[config.mk]
export PLATFORM = sky130hd
export DESIGN_NAME = fifo_paged_address_translator
export DESIGN_NICKNAME = d
export VERILOG_FILES = /design/src/sv/fpat_pkg.sv /design/src/sv/fpat_ram.sv /design/src/sv/fpat_ring.sv /design/src/sv/fifo_paged_address_translator.sv
export SDC_FILE = /design/constraint.sdc
export NUM_CORES = 2
export LEC_CHECK = 0
export BUFFER_PORTS_ARGS = -buffer_cell sky130_fd_sc_hd__buf_2
export CORE_AREA = 5 5 307 610
export DETAILED_ROUTE_END_ITERATION = 6
export DIE_AREA = 0 0 312 615
export GPL_TIMING_DRIVEN = 0
export SLEW_MARGIN = 40
export SYNTH_ARGS = -nofsm -noshare
export SYNTH_HDL_FRONTEND = slang
export SYNTH_SLANG_ARGS = --single-unit
[constraint.sdc]
create_clock -name clk -period 4.6 [get_ports clk]
set_clock_uncertainty 0.05 [all_clocks]
set_input_delay 0.92 -clock clk [delete_from_list [all_inputs] [get_ports clk]]
set_output_delay 0.92 -clock clk [all_outputs]
set_load 0.1 [all_outputs]
[src/sv/fpat_pkg.sv]
// ----------------------------------------------------------------------------
// fpat_pkg
// Shared widths, status codes and control structs of the FIFO paged address
// translator.
// ----------------------------------------------------------------------------
package fpat_pkg;

  localparam int PAGE_W   = 7;
  localparam int OFFS_W   = 7;
  localparam int FRAME_W  = 8;
  localparam int STATUS_W = 2;
  localparam int ADDR_W   = 15;

  localparam logic [STATUS_W-1:0] ST_HIT    = 2'd0;
  localparam logic [STATUS_W-1:0] ST_FAULT  = 2'd1;
  localparam logic [STATUS_W-1:0] ST_LOADED = 2'd2;
  localparam logic [STATUS_W-1:0] ST_ERROR  = 2'd3;

  localparam logic OP_LOAD   = 1'b0;
  localparam logic OP_ACCESS = 1'b1;

  // Commands into the resident ring.
  typedef struct packed {
    logic push;    // append page, grow count
    logic rotate;  // append page, drop oldest (count stays)
  } ring_cmd_t;

  // Status out of the resident ring.
  typedef struct packed {
    logic empty;
    logic full;
  } ring_stat_t;

endpackage

[src/sv/fpat_ram.sv]
// ----------------------------------------------------------------------------
// fpat_ram
// Generic simple dual-port RAM: one write port, one read port, registered
// read data.
// ----------------------------------------------------------------------------
module fpat_ram #(
  parameter int WIDTH = 8,
  parameter int DEPTH = 16,
  parameter int AW    = (DEPTH > 1) ? $clog2(DEPTH) : 1
) (
  input  logic             clk,
  input  logic             wr_en,
  input  logic [AW-1:0]    wr_addr,
  input  logic [WIDTH-1:0] wr_data,
  input  logic [AW-1:0]    rd_addr,
  output logic [WIDTH-1:0] rd_data
);

  logic [WIDTH-1:0] mem [DEPTH];
  logic [WIDTH-1:0] rd_data_r;

  always_ff @(posedge clk) begin
    if (wr_en) begin
      mem[wr_addr] <= wr_data;
    end
    rd_data_r <= mem[rd_addr];
  end

  assign rd_data = rd_data_r;

endmodule

[src/sv/fpat_ring.sv]
// ----------------------------------------------------------------------------
// fpat_ring
// FIFO ring of resident pages: head and count registers around a ring RAM.
// The read port is addressed by the head, so it shows the oldest page, registered.
// ----------------------------------------------------------------------------
module fpat_ring #(
  parameter int RING_DEPTH = 16
) (
  input  logic                      clk,
  input  logic                      rst_n,
  input  fpat_pkg::ring_cmd_t       cmd,
  input  logic [fpat_pkg::PAGE_W-1:0] wr_page,
  output logic [fpat_pkg::PAGE_W-1:0] oldest_page,
  output fpat_pkg::ring_stat_t      stat
);
  import fpat_pkg::*;

  localparam int RING_AW = (RING_DEPTH > 1) ? $clog2(RING_DEPTH) : 1;
  localparam int CNT_W   = $clog2(RING_DEPTH + 1);
  localparam int SUM_W   = CNT_W + 1;

  logic [RING_AW-1:0] head_r, head_nxt;
  logic [CNT_W-1:0]   count_r, count_nxt;
  logic [SUM_W-1:0]   tail_sum;
  logic [RING_AW-1:0] tail;

  // Tail slot: head plus count, wrapped once.
  always_comb begin
    tail_sum = SUM_W'(head_r) + SUM_W'(count_r);
    if (tail_sum >= SUM_W'(RING_DEPTH)) begin
      tail = RING_AW'(tail_sum - SUM_W'(RING_DEPTH));
    end else begin
      tail = RING_AW'(tail_sum);
    end
  end

  always_comb begin
    head_nxt  = head_r;
    count_nxt = count_r;
    if (cmd.push) begin
      count_nxt = count_r + CNT_W'(1);
    end
    if (cmd.rotate) begin
      if (head_r == RING_AW'(RING_DEPTH - 1)) begin
        head_nxt = '0;
      end else begin
        head_nxt = head_r + RING_AW'(1);
      end
    end
  end

  always_ff @(posedge clk) begin
    if (!rst_n) begin
      head_r  <= '0;
      count_r <= '0;
    end else begin
      head_r  <= head_nxt;
      count_r <= count_nxt;
    end
  end

  fpat_ram #(
    .WIDTH (PAGE_W),
    .DEPTH (RING_DEPTH)
  ) u_ring_ram (
    .clk     (clk),
    .wr_en   (cmd.push | cmd.rotate),
    .wr_addr (tail),
    .wr_data (wr_page),
    .rd_addr (head_r),
    .rd_data (oldest_page)
  );

  assign stat.empty = (count_r == '0);
  assign stat.full  = (count_r == CNT_W'(RING_DEPTH));

`ifndef SYNTH
  a_count_bound: assert property (@(posedge clk) disable iff (!rst_n)
    count_r <= CNT_W'(RING_DEPTH))
    else $error("ring count beyond depth");

  a_no_push_full: assert property (@(posedge clk) disable iff (!rst_n)
    cmd.push |-> !stat.full)
    else $error("push into full ring");

  a_no_rotate_empty: assert property (@(posedge clk) disable iff (!rst_n)
    cmd.rotate |=> !stat.empty && $stable(count_r))
    else $error("rotate changed count or ran on empty ring");
`endif

endmodule

[src/sv/fifo_paged_address_translator.sv]
// ----------------------------------------------------------------------------
// fifo_paged_address_translator
// Paged address translation with FIFO page replacement, built around a page
// table RAM (present bit + frame) and a ring RAM of resident pages.
// ----------------------------------------------------------------------------
// Sequence: a hit, a load or an error is decided in S_EXEC, and its result
//   is registered from there onto out_valid; a fault goes on through S_VRD
//   and S_FWR (extra page table read of the victim and a second write) first.
// Items: no new item is taken before the last one is done; this is set by the
//   read-modify-write of the page table RAM, read on accept and written back
//   in the next cycle with busy high until the write is done.
// Reset: synchronous, active low; then a clearing pass over every entry
//   zeroes the page table with busy high. Results are strobed for one cycle.
module fifo_paged_address_translator #(
  parameter int PAGES          = 128,
  parameter int UNITS_PER_PAGE = 128,
  parameter int FRAMES         = 256,
  parameter int RING_DEPTH     = 16
) (
  input  logic                          clk,
  input  logic                          rst_n,
  input  logic                          start,
  output logic                          busy,
  input  logic                          in_operation,
  input  logic [fpat_pkg::PAGE_W-1:0]   in_page,
  input  logic [fpat_pkg::OFFS_W-1:0]   in_offset,
  input  logic                          in_resident,
  input  logic [fpat_pkg::FRAME_W-1:0]  in_frame,
  output logic                          out_valid,
  output logic [fpat_pkg::STATUS_W-1:0] out_status,
  output logic [fpat_pkg::ADDR_W-1:0]   out_address,
  output logic [fpat_pkg::PAGE_W-1:0]   out_evicted_page,
  output logic                          out_evicted_valid
);
  import fpat_pkg::*;

  localparam int PG_AW = (PAGES > 1) ? $clog2(PAGES) : 1;
  localparam int PTE_W = FRAME_W + 1;  // {present, frame}

  // Sequencer: clear sweep, idle, decide, victim read, fault write-back.
  typedef enum logic [4:0] {
    S_CLR  = 5'b00001,
    S_IDLE = 5'b00010,
    S_EXEC = 5'b00100,
    S_VRD  = 5'b01000,
    S_FWR  = 5'b10000
  } state_t;

  state_t state_r, state_nxt;

  logic [PG_AW-1:0] clr_idx_r, clr_idx_nxt;

  // Latched item.
  logic               op_r;
  logic [PAGE_W-1:0]  page_r;
  logic [OFFS_W-1:0]  offset_r;
  logic               res_r;
  logic [FRAME_W-1:0] frame_r;
  logic [PAGE_W-1:0]  victim_r, victim_nxt;
  logic [FRAME_W-1:0] vframe_r, vframe_nxt;

  logic accept;

  // Page table RAM ports.
  logic             pt_we;
  logic [PG_AW-1:0] pt_waddr;
  logic [PTE_W-1:0] pt_wdata;
  logic [PG_AW-1:0] pt_raddr;
  logic [PTE_W-1:0] pt_rdata;
  logic             pt_present;
  logic [FRAME_W-1:0] pt_frame;

  // Ring.
  ring_cmd_t         ring_cmd;
  ring_stat_t        ring_stat;
  logic [PAGE_W-1:0] oldest_page;

  // Decode of the latched item.
  logic page_ok, frame_ok;

  // Address path.
  logic [FRAME_W-1:0] addr_frame;
  logic [31:0]        addr_full;

  // Result register.
  logic                out_valid_r, out_valid_nxt;
  logic [STATUS_W-1:0] status_r, status_nxt;
  logic [ADDR_W-1:0]   address_r, address_nxt;
  logic [PAGE_W-1:0]   evpage_r, evpage_nxt;
  logic                evvalid_r, evvalid_nxt;

  assign busy   = (state_r != S_IDLE);
  assign accept = start & ~busy;

  assign pt_present = pt_rdata[PTE_W-1];
  assign pt_frame   = pt_rdata[FRAME_W-1:0];

  assign page_ok  = (32'(page_r) < 32'(PAGES));
  assign frame_ok = (32'(frame_r) < 32'(FRAMES));

  // Read the requested entry on accept; read the victim entry while deciding.
  assign pt_raddr = (state_r == S_EXEC) ? PG_AW'(oldest_page) : PG_AW'(in_page);

  // Frame times page size plus offset, kept to the port width.
  assign addr_frame = (state_r == S_FWR) ? vframe_r : pt_frame;
  assign addr_full  = 32'(addr_frame) * 32'(UNITS_PER_PAGE) + 32'(offset_r);

  always_comb begin
    state_nxt     = state_r;
    clr_idx_nxt   = clr_idx_r;
    victim_nxt    = victim_r;
    vframe_nxt    = vframe_r;
    pt_we         = 1'b0;
    pt_waddr      = PG_AW'(page_r);
    pt_wdata      = '0;
    ring_cmd      = '0;
    out_valid_nxt = 1'b0;
    status_nxt    = status_r;
    address_nxt   = address_r;
    evpage_nxt    = evpage_r;
    evvalid_nxt   = evvalid_r;

    unique case (state_r)
      S_CLR: begin
        // Sweep the page table, one entry a cycle.
        pt_we    = 1'b1;
        pt_waddr = clr_idx_r;
        pt_wdata = '0;
        if (clr_idx_r == PG_AW'(PAGES - 1)) begin
          state_nxt = S_IDLE;
        end else begin
          clr_idx_nxt = clr_idx_r + PG_AW'(1);
        end
      end

      S_IDLE: begin
        if (accept) begin
          state_nxt = S_EXEC;
        end
      end

      S_EXEC: begin
        state_nxt     = S_IDLE;
        out_valid_nxt = 1'b1;
        status_nxt    = ST_ERROR;
        address_nxt   = '0;
        evpage_nxt    = '0;
        evvalid_nxt   = 1'b0;
        if (!page_ok) begin
          status_nxt = ST_ERROR;
        end else if (op_r == OP_LOAD) begin
          if (pt_present) begin
            status_nxt = ST_ERROR;         // reload of a resident page
          end else if (!res_r) begin
            status_nxt = ST_LOADED;        // absent page, nothing to record
          end else if (!frame_ok || ring_stat.full) begin
            status_nxt = ST_ERROR;
          end else begin
            pt_we         = 1'b1;
            pt_wdata      = {1'b1, frame_r};
            ring_cmd.push = 1'b1;
            status_nxt    = ST_LOADED;
          end
        end else if (pt_present) begin
          status_nxt  = ST_HIT;
          address_nxt = addr_full[ADDR_W-1:0];
        end else if (ring_stat.empty) begin
          status_nxt = ST_ERROR;           // fault with nothing to evict
        end else begin
          // Fault: rotate the ring now, fetch the victim's frame next.
          ring_cmd.rotate = 1'b1;
          victim_nxt      = oldest_page;
          out_valid_nxt   = 1'b0;
          state_nxt       = S_VRD;
        end
      end

      S_VRD: begin
        // Drop the victim's present bit, hold its frame.
        pt_we      = 1'b1;
        pt_waddr   = PG_AW'(victim_r);
        pt_wdata   = {1'b0, pt_frame};
        vframe_nxt = pt_frame;
        state_nxt  = S_FWR;
      end

      S_FWR: begin
        // Hand the frame to the requested page and report the eviction.
        pt_we         = 1'b1;
        pt_waddr      = PG_AW'(page_r);
        pt_wdata      = {1'b1, vframe_r};
        out_valid_nxt = 1'b1;
        status_nxt    = ST_FAULT;
        address_nxt   = addr_full[ADDR_W-1:0];
        evpage_nxt    = victim_r;
        evvalid_nxt   = 1'b1;
        state_nxt     = S_IDLE;
      end

      default: begin
        state_nxt = S_IDLE;
      end
    endcase
  end

  always_ff @(posedge clk) begin
    if (!rst_n) begin
      state_r     <= S_CLR;
      clr_idx_r   <= '0;
      out_valid_r <= 1'b0;
    end else begin
      state_r     <= state_nxt;
      clr_idx_r   <= clr_idx_nxt;
      out_valid_r <= out_valid_nxt;
    end
  end

  // Payload registers: no reset.
  always_ff @(posedge clk) begin
    if (accept) begin
      op_r     <= in_operation;
      page_r   <= in_page;
      offset_r <= in_offset;
      res_r    <= in_resident;
      frame_r  <= in_frame;
    end
    victim_r  <= victim_nxt;
    vframe_r  <= vframe_nxt;
    status_r  <= status_nxt;
    address_r <= address_nxt;
    evpage_r  <= evpage_nxt;
    evvalid_r <= evvalid_nxt;
  end

  fpat_ram #(
    .WIDTH (PTE_W),
    .DEPTH (PAGES)
  ) u_pt_ram (
    .clk     (clk),
    .wr_en   (pt_we),
    .wr_addr (pt_waddr),
    .wr_data (pt_wdata),
    .rd_addr (pt_raddr),
    .rd_data (pt_rdata)
  );

  fpat_ring #(
    .RING_DEPTH (RING_DEPTH)
  ) u_ring (
    .clk         (clk),
    .rst_n       (rst_n),
    .cmd         (ring_cmd),
    .wr_page     (page_r),
    .oldest_page (oldest_page),
    .stat        (ring_stat)
  );

  assign out_valid         = out_valid_r;
  assign out_status        = status_r;
  assign out_address       = address_r;
  assign out_evicted_page  = evpage_r;
  assign out_evicted_valid = evvalid_r;

`ifndef SYNTH
  a_accept_busy: assert property (@(posedge clk) disable iff (!rst_n)
    accept |=> busy && !out_valid)
    else $error("accepted item did not hold busy");

  a_fault_seq: assert property (@(posedge clk) disable iff (!rst_n)
    (state_r == S_FWR) |-> $past(state_r == S_VRD) && $past(state_r == S_EXEC, 2))
    else $error("fault write-back out of sequence");

  a_evict_fault: assert property (@(posedge clk) disable iff (!rst_n)
    out_valid |-> (out_evicted_valid == (out_status == ST_FAULT)))
    else $error("eviction flag does not match status");

  a_strobe_gap: assert property (@(posedge clk) disable iff (!rst_n)
    out_valid |=> !out_valid)
    else $error("results closer than two cycles");
`endif

endmodule

==> impl_metrics.tcl <==
set metrics [dict create \
    run_status "finished with violations" \
    failing_checks "negative setup slack" \
    num_io_pins 54 \
    synth-seq-cells 1366 \
    antenna_violating_nets_post_route 0 \
    detailed_place_hpwl_um 128000 \
    route.detailed.wl_per_inst_um 30.2 \
    route.final.wire_length_um 185000 \
    cts.reportedPaths.clkPinSlew_ns 0.06 \
    cts_inserted_buffers 134 \
    period_share_pct 104 \
    cts_buffer_depth 3 \
    worst_ep_arrival_time_ns 5.39 \
    cpMostUsedCell "sky130_fd_sc_hd__buf_2" \
    hold_path_class "in -> reg" \
    h-tree-depth 4 \
    drt_first_pass_iters 6 \
    number_of_warnings_issued_by_yosys 0 \
    layout_area_growth_over_synthesis_pct 16.3 \
    synth_enable_flop_cells 1328 \
    drive_above_1_share_pct 18.8 \
    cells_taking_the_most_area_after_synthesis "sky130_fd_sc_hd__edfxtp_1 73%, sky130_fd_sc_hd__mux4_2 4.0%, sky130_fd_sc_hd__nand2_1 3.9%" \
    critPathLaunchType "flip-flop" \
    initial_cell_density_of_the_core_pct 29.8 \
    synth_instances 3464 \
    fin_setup_tns_ns -9.66 \
    final.setup.worst_slack_ns -0.207 \
    dp_slack_ns -0.656 \
    syn_nets 3499 \
    slew-limit-headroom_pct 33.8 \
    worst_setup_path_end_kind "flip-flop" \
    gp_routability_congestion 1.01 \
    dpl_cell_area_sq_um 58200 \
    max_freq_mhz 208 \
    timing.final.setup_violations 214 \
    post_synth_num_cell_types 82 \
    synth.cell_area_sq_um 54300 \
    finalHoldWorstSlack_ns 0.274 \
    grt_first_pass_wirelength_um 254000 \
    hold_viol 0 \
    average_cell_area_after_synthesis_sq_um 15.7 \
    total_power_after_layout_mw 26.9 \
    route.detailed.vias_per_inst 5.59 \
    final_net_count 3704 \
    pwr_density_cell_nw_per_um2 426 \
    critical_path.max_stage_delay_ns 0.85 \
    row_count 222 \
    core_area_sq_um 182000 \
    final_design_area_no_fill_sq_um 63100 \
    worst_path_max_delay_cell "sky130_fd_sc_hd__o32ai_1" \
    layout_min_cycle_time_ns 4.81 \
    path_max_fanout 10 \
    worst_skew_pair.late_latency_ns 0.77 \
    numClockSinks 1366 \
    worst-setup-path-type "reg -> reg" \
    globalRouteTotalUtil_pct 18.6 \
    report.final.slew_viol_count 0 \
    dieArea_sq_um 192000 \
    grt_overflow_total 0 \
    netlist.top_cell.by_area "sky130_fd_sc_hd__edfxtp_1" \
    p_leak_nw 18.9 \
    grt_antenna_before_repair 4 \
    synth_top_area_share_pct 73.5 \
    grt_pass1_vias 32800 \
    place.port_buffers 53 \
    vias 34200 \
    drt_iter0_markers 5531 \
    clk_root_buffer_cell "sky130_fd_sc_hd__clkbuf_16" \
    grt_max_degree 97 \
    yosys_most_used_dff "sky130_fd_sc_hd__edfxtp_1" \
    postLayoutCoreUtil_pct 34.6 \
    drcViolationCount 0 \
    tritoncts "yes" \
    maxCapViolCount 0 \
    max_slew.worst_pin.slew_ns 0.981 \
    irDropWorstVdd_mv 0.424 \
    worst_ep_required_time_ns 5.18 \
    rsz_0062_raised_after_global_routing "yes" \
    async_reset_ff_share_pct 0 \
    final-instance-count-excl-fill 6126 \
    crit_path_cell_trace "buf_2 > nor3_2 > nand3_2 > nand2_2 > buf_2 > buf_2 > buf_2 > nand2_1 > and3_1 > o32ai_1 > nor3_2 > a21oi_1" \
    placedCellCount 5883 \
    dieWidth_um 312 \
    sequential_cell_area_fraction_in_the_yosys_report_pct 74.9 \
    die_height_um 615 \
]
## power by group
| group | internal, mW | switching [mW] |
|---|---|---|
| clock | 6.08 | 4.72 |
| combinational | 0.514 | 1.77 |
| sequential | 13.7 | 0.0782 |
| total | 20.3 | 6.57 |
## cells in the mapped netlist (23+ instances only)
library cell                  n
sky130_fd_sc_hd__o22ai_1     23
sky130_fd_sc_hd__nand4_1     24
sky130_fd_sc_hd__nand2_1    566
sky130_fd_sc_hd__edfxtp_1  1328
sky130_fd_sc_hd__buf_4       25
sky130_fd_sc_hd__buf_2       56
sky130_fd_sc_hd__a311oi_1    31
sky130_fd_sc_hd__a211oi_1    74
sky130_fd_sc_hd__a21oi_1    107
sky130_fd_sc_hd__nor2_1     209
sky130_fd_sc_hd__and3_1      99
sky130_fd_sc_hd__nor3_1      29
sky130_fd_sc_hd__dfxtp_1     38
sky130_fd_sc_hd__mux4_2      96
sky130_fd_sc_hd__a31oi_1     70
sky130_fd_sc_hd__mux2i_1    134
sky130_fd_sc_hd__clkbuf_1    92
sky130_fd_sc_hd__nand3_1     95
## layout by cell type (no fill, tap or decap), types with 18 or more instances in the layout
master and count:
sky130_fd_sc_hd__clkinv_2 19, sky130_fd_sc_hd__and3_1 99, sky130_fd_sc_hd__buf_2 110, sky130_fd_sc_hd__nor2_2 69, sky130_fd_sc_hd__o21ai_0 19, sky130_fd_sc_hd__nand2_1 565
sky130_fd_sc_hd__clkbuf_16 138, sky130_fd_sc_hd__o22ai_1 23, sky130_fd_sc_hd__clkbuf_2 31, sky130_fd_sc_hd__nor4_1 18, sky130_fd_sc_hd__nand3_1 95, sky130_fd_sc_hd__nor2_1 79
sky130_fd_sc_hd__a2111oi_0 19, sky130_fd_sc_hd__clkinv_1 29, sky130_fd_sc_hd__a22oi_1 20, sky130_fd_sc_hd__a311oi_1 31, sky130_fd_sc_hd__a211oi_1 74, sky130_fd_sc_hd__nand4_1 24
sky130_fd_sc_hd__clkbuf_1 77, sky130_fd_sc_hd__nor3_1 20, sky130_fd_sc_hd__mux4_2 96, sky130_fd_sc_hd__buf_4 29, sky130_fd_sc_hd__dfxtp_1 38, sky130_fd_sc_hd__a21oi_1 101
sky130_fd_sc_hd__a31oi_1 68, sky130_fd_sc_hd__nor2_4 62, sky130_fd_sc_hd__edfxtp_1 1328, sky130_fd_sc_hd__mux2i_1 131
## what timing repair did
| action | 4_1_cts | 5_1_grt |
|---|---|---|
| resized for setup | 55 | 89 |
| setup buffers | 0 | 3 |
| setup endpoints to repair | 425 | 683 |
| pin swaps | 0 | 2 |
| hold buffers | 0 | 0 |
## layer usage
metal / wire (um) / global-route usage, %
met5: 82 / 0
met1: 68400 / 24.2
met4: 12000 / 10.1
met3: 22200 / 5.06
met2: 82400 / 28.3
## state kept, by name (all words and copies together), names as in the netlist
register                   count
op_r                           1
out_evicted_page               7
u_pt_ram.rd_data               9
res_r                          1
clr_idx_r                      7
out_valid                      1
out_evicted_valid              1
out_status                     2
out_address                   15
u_pt_ram.mem                1152
frame_r                        8
u_ring.u_ring_ram.rd_data      7
u_ring.count_r                 5
u_ring.u_ring_ram.mem        112
u_ring.head_r                  4
state_r                        5
vframe_r                       8
page_r                         7
victim_r                       7
offset_r                       7
## kinds of logic after synthesis
family / Yosys count / share of synthesized area [%]
DFF: 1366 / 74.9
and+or+nand+nor: 1109 / 9.01
AOI/OAI and AO/OA: 501 / 6.69
muxes: 243 / 6.78
buffers and inverters: 223 / 2.22
xor gates and xnor gates: 14 / 0.226
adders and majority gates: 8 / 0.198
## critical path: cells and delay by family, from the launching register on
kind                   cells  cell delay (ns)
AND/OR/NAND/NOR            6             1.51
AO/OA/AOI/OAI              2             1.24
buffers and inverters      4             1.54
flip-flops                 1             0.31
## cell type report
cell class	instances	area, sq um
timing repair buffer	71	657
multi-input combinational	1875	13300
inverter	18	128
fill	17300	119000
clock inverter	74	664
tap	2352	2940
clock buffer	164	3560
antenna	3	7.51
sequential	1366	40600
buffer	203	1230
## path summary, 6_finish.rpt
| check | startpoint | endpoint | slack [ns] | cells past startpoint |
|---|---|---|---|---|
| setup / recovery | state_r[4] | u_pt_ram.rd_data[4] | -0.21 | 12 |
| hold / removal | in_operation | op_r | 0.27 | 1 |
| setup reg to reg | state_r[4] | u_pt_ram.rd_data[4] | -0.21 | 12 |
| hold reg to reg | u_pt_ram.rd_data[3] | vframe_r[3] | 0.43 | 0 |
Power figures use the tool's default switching activity.
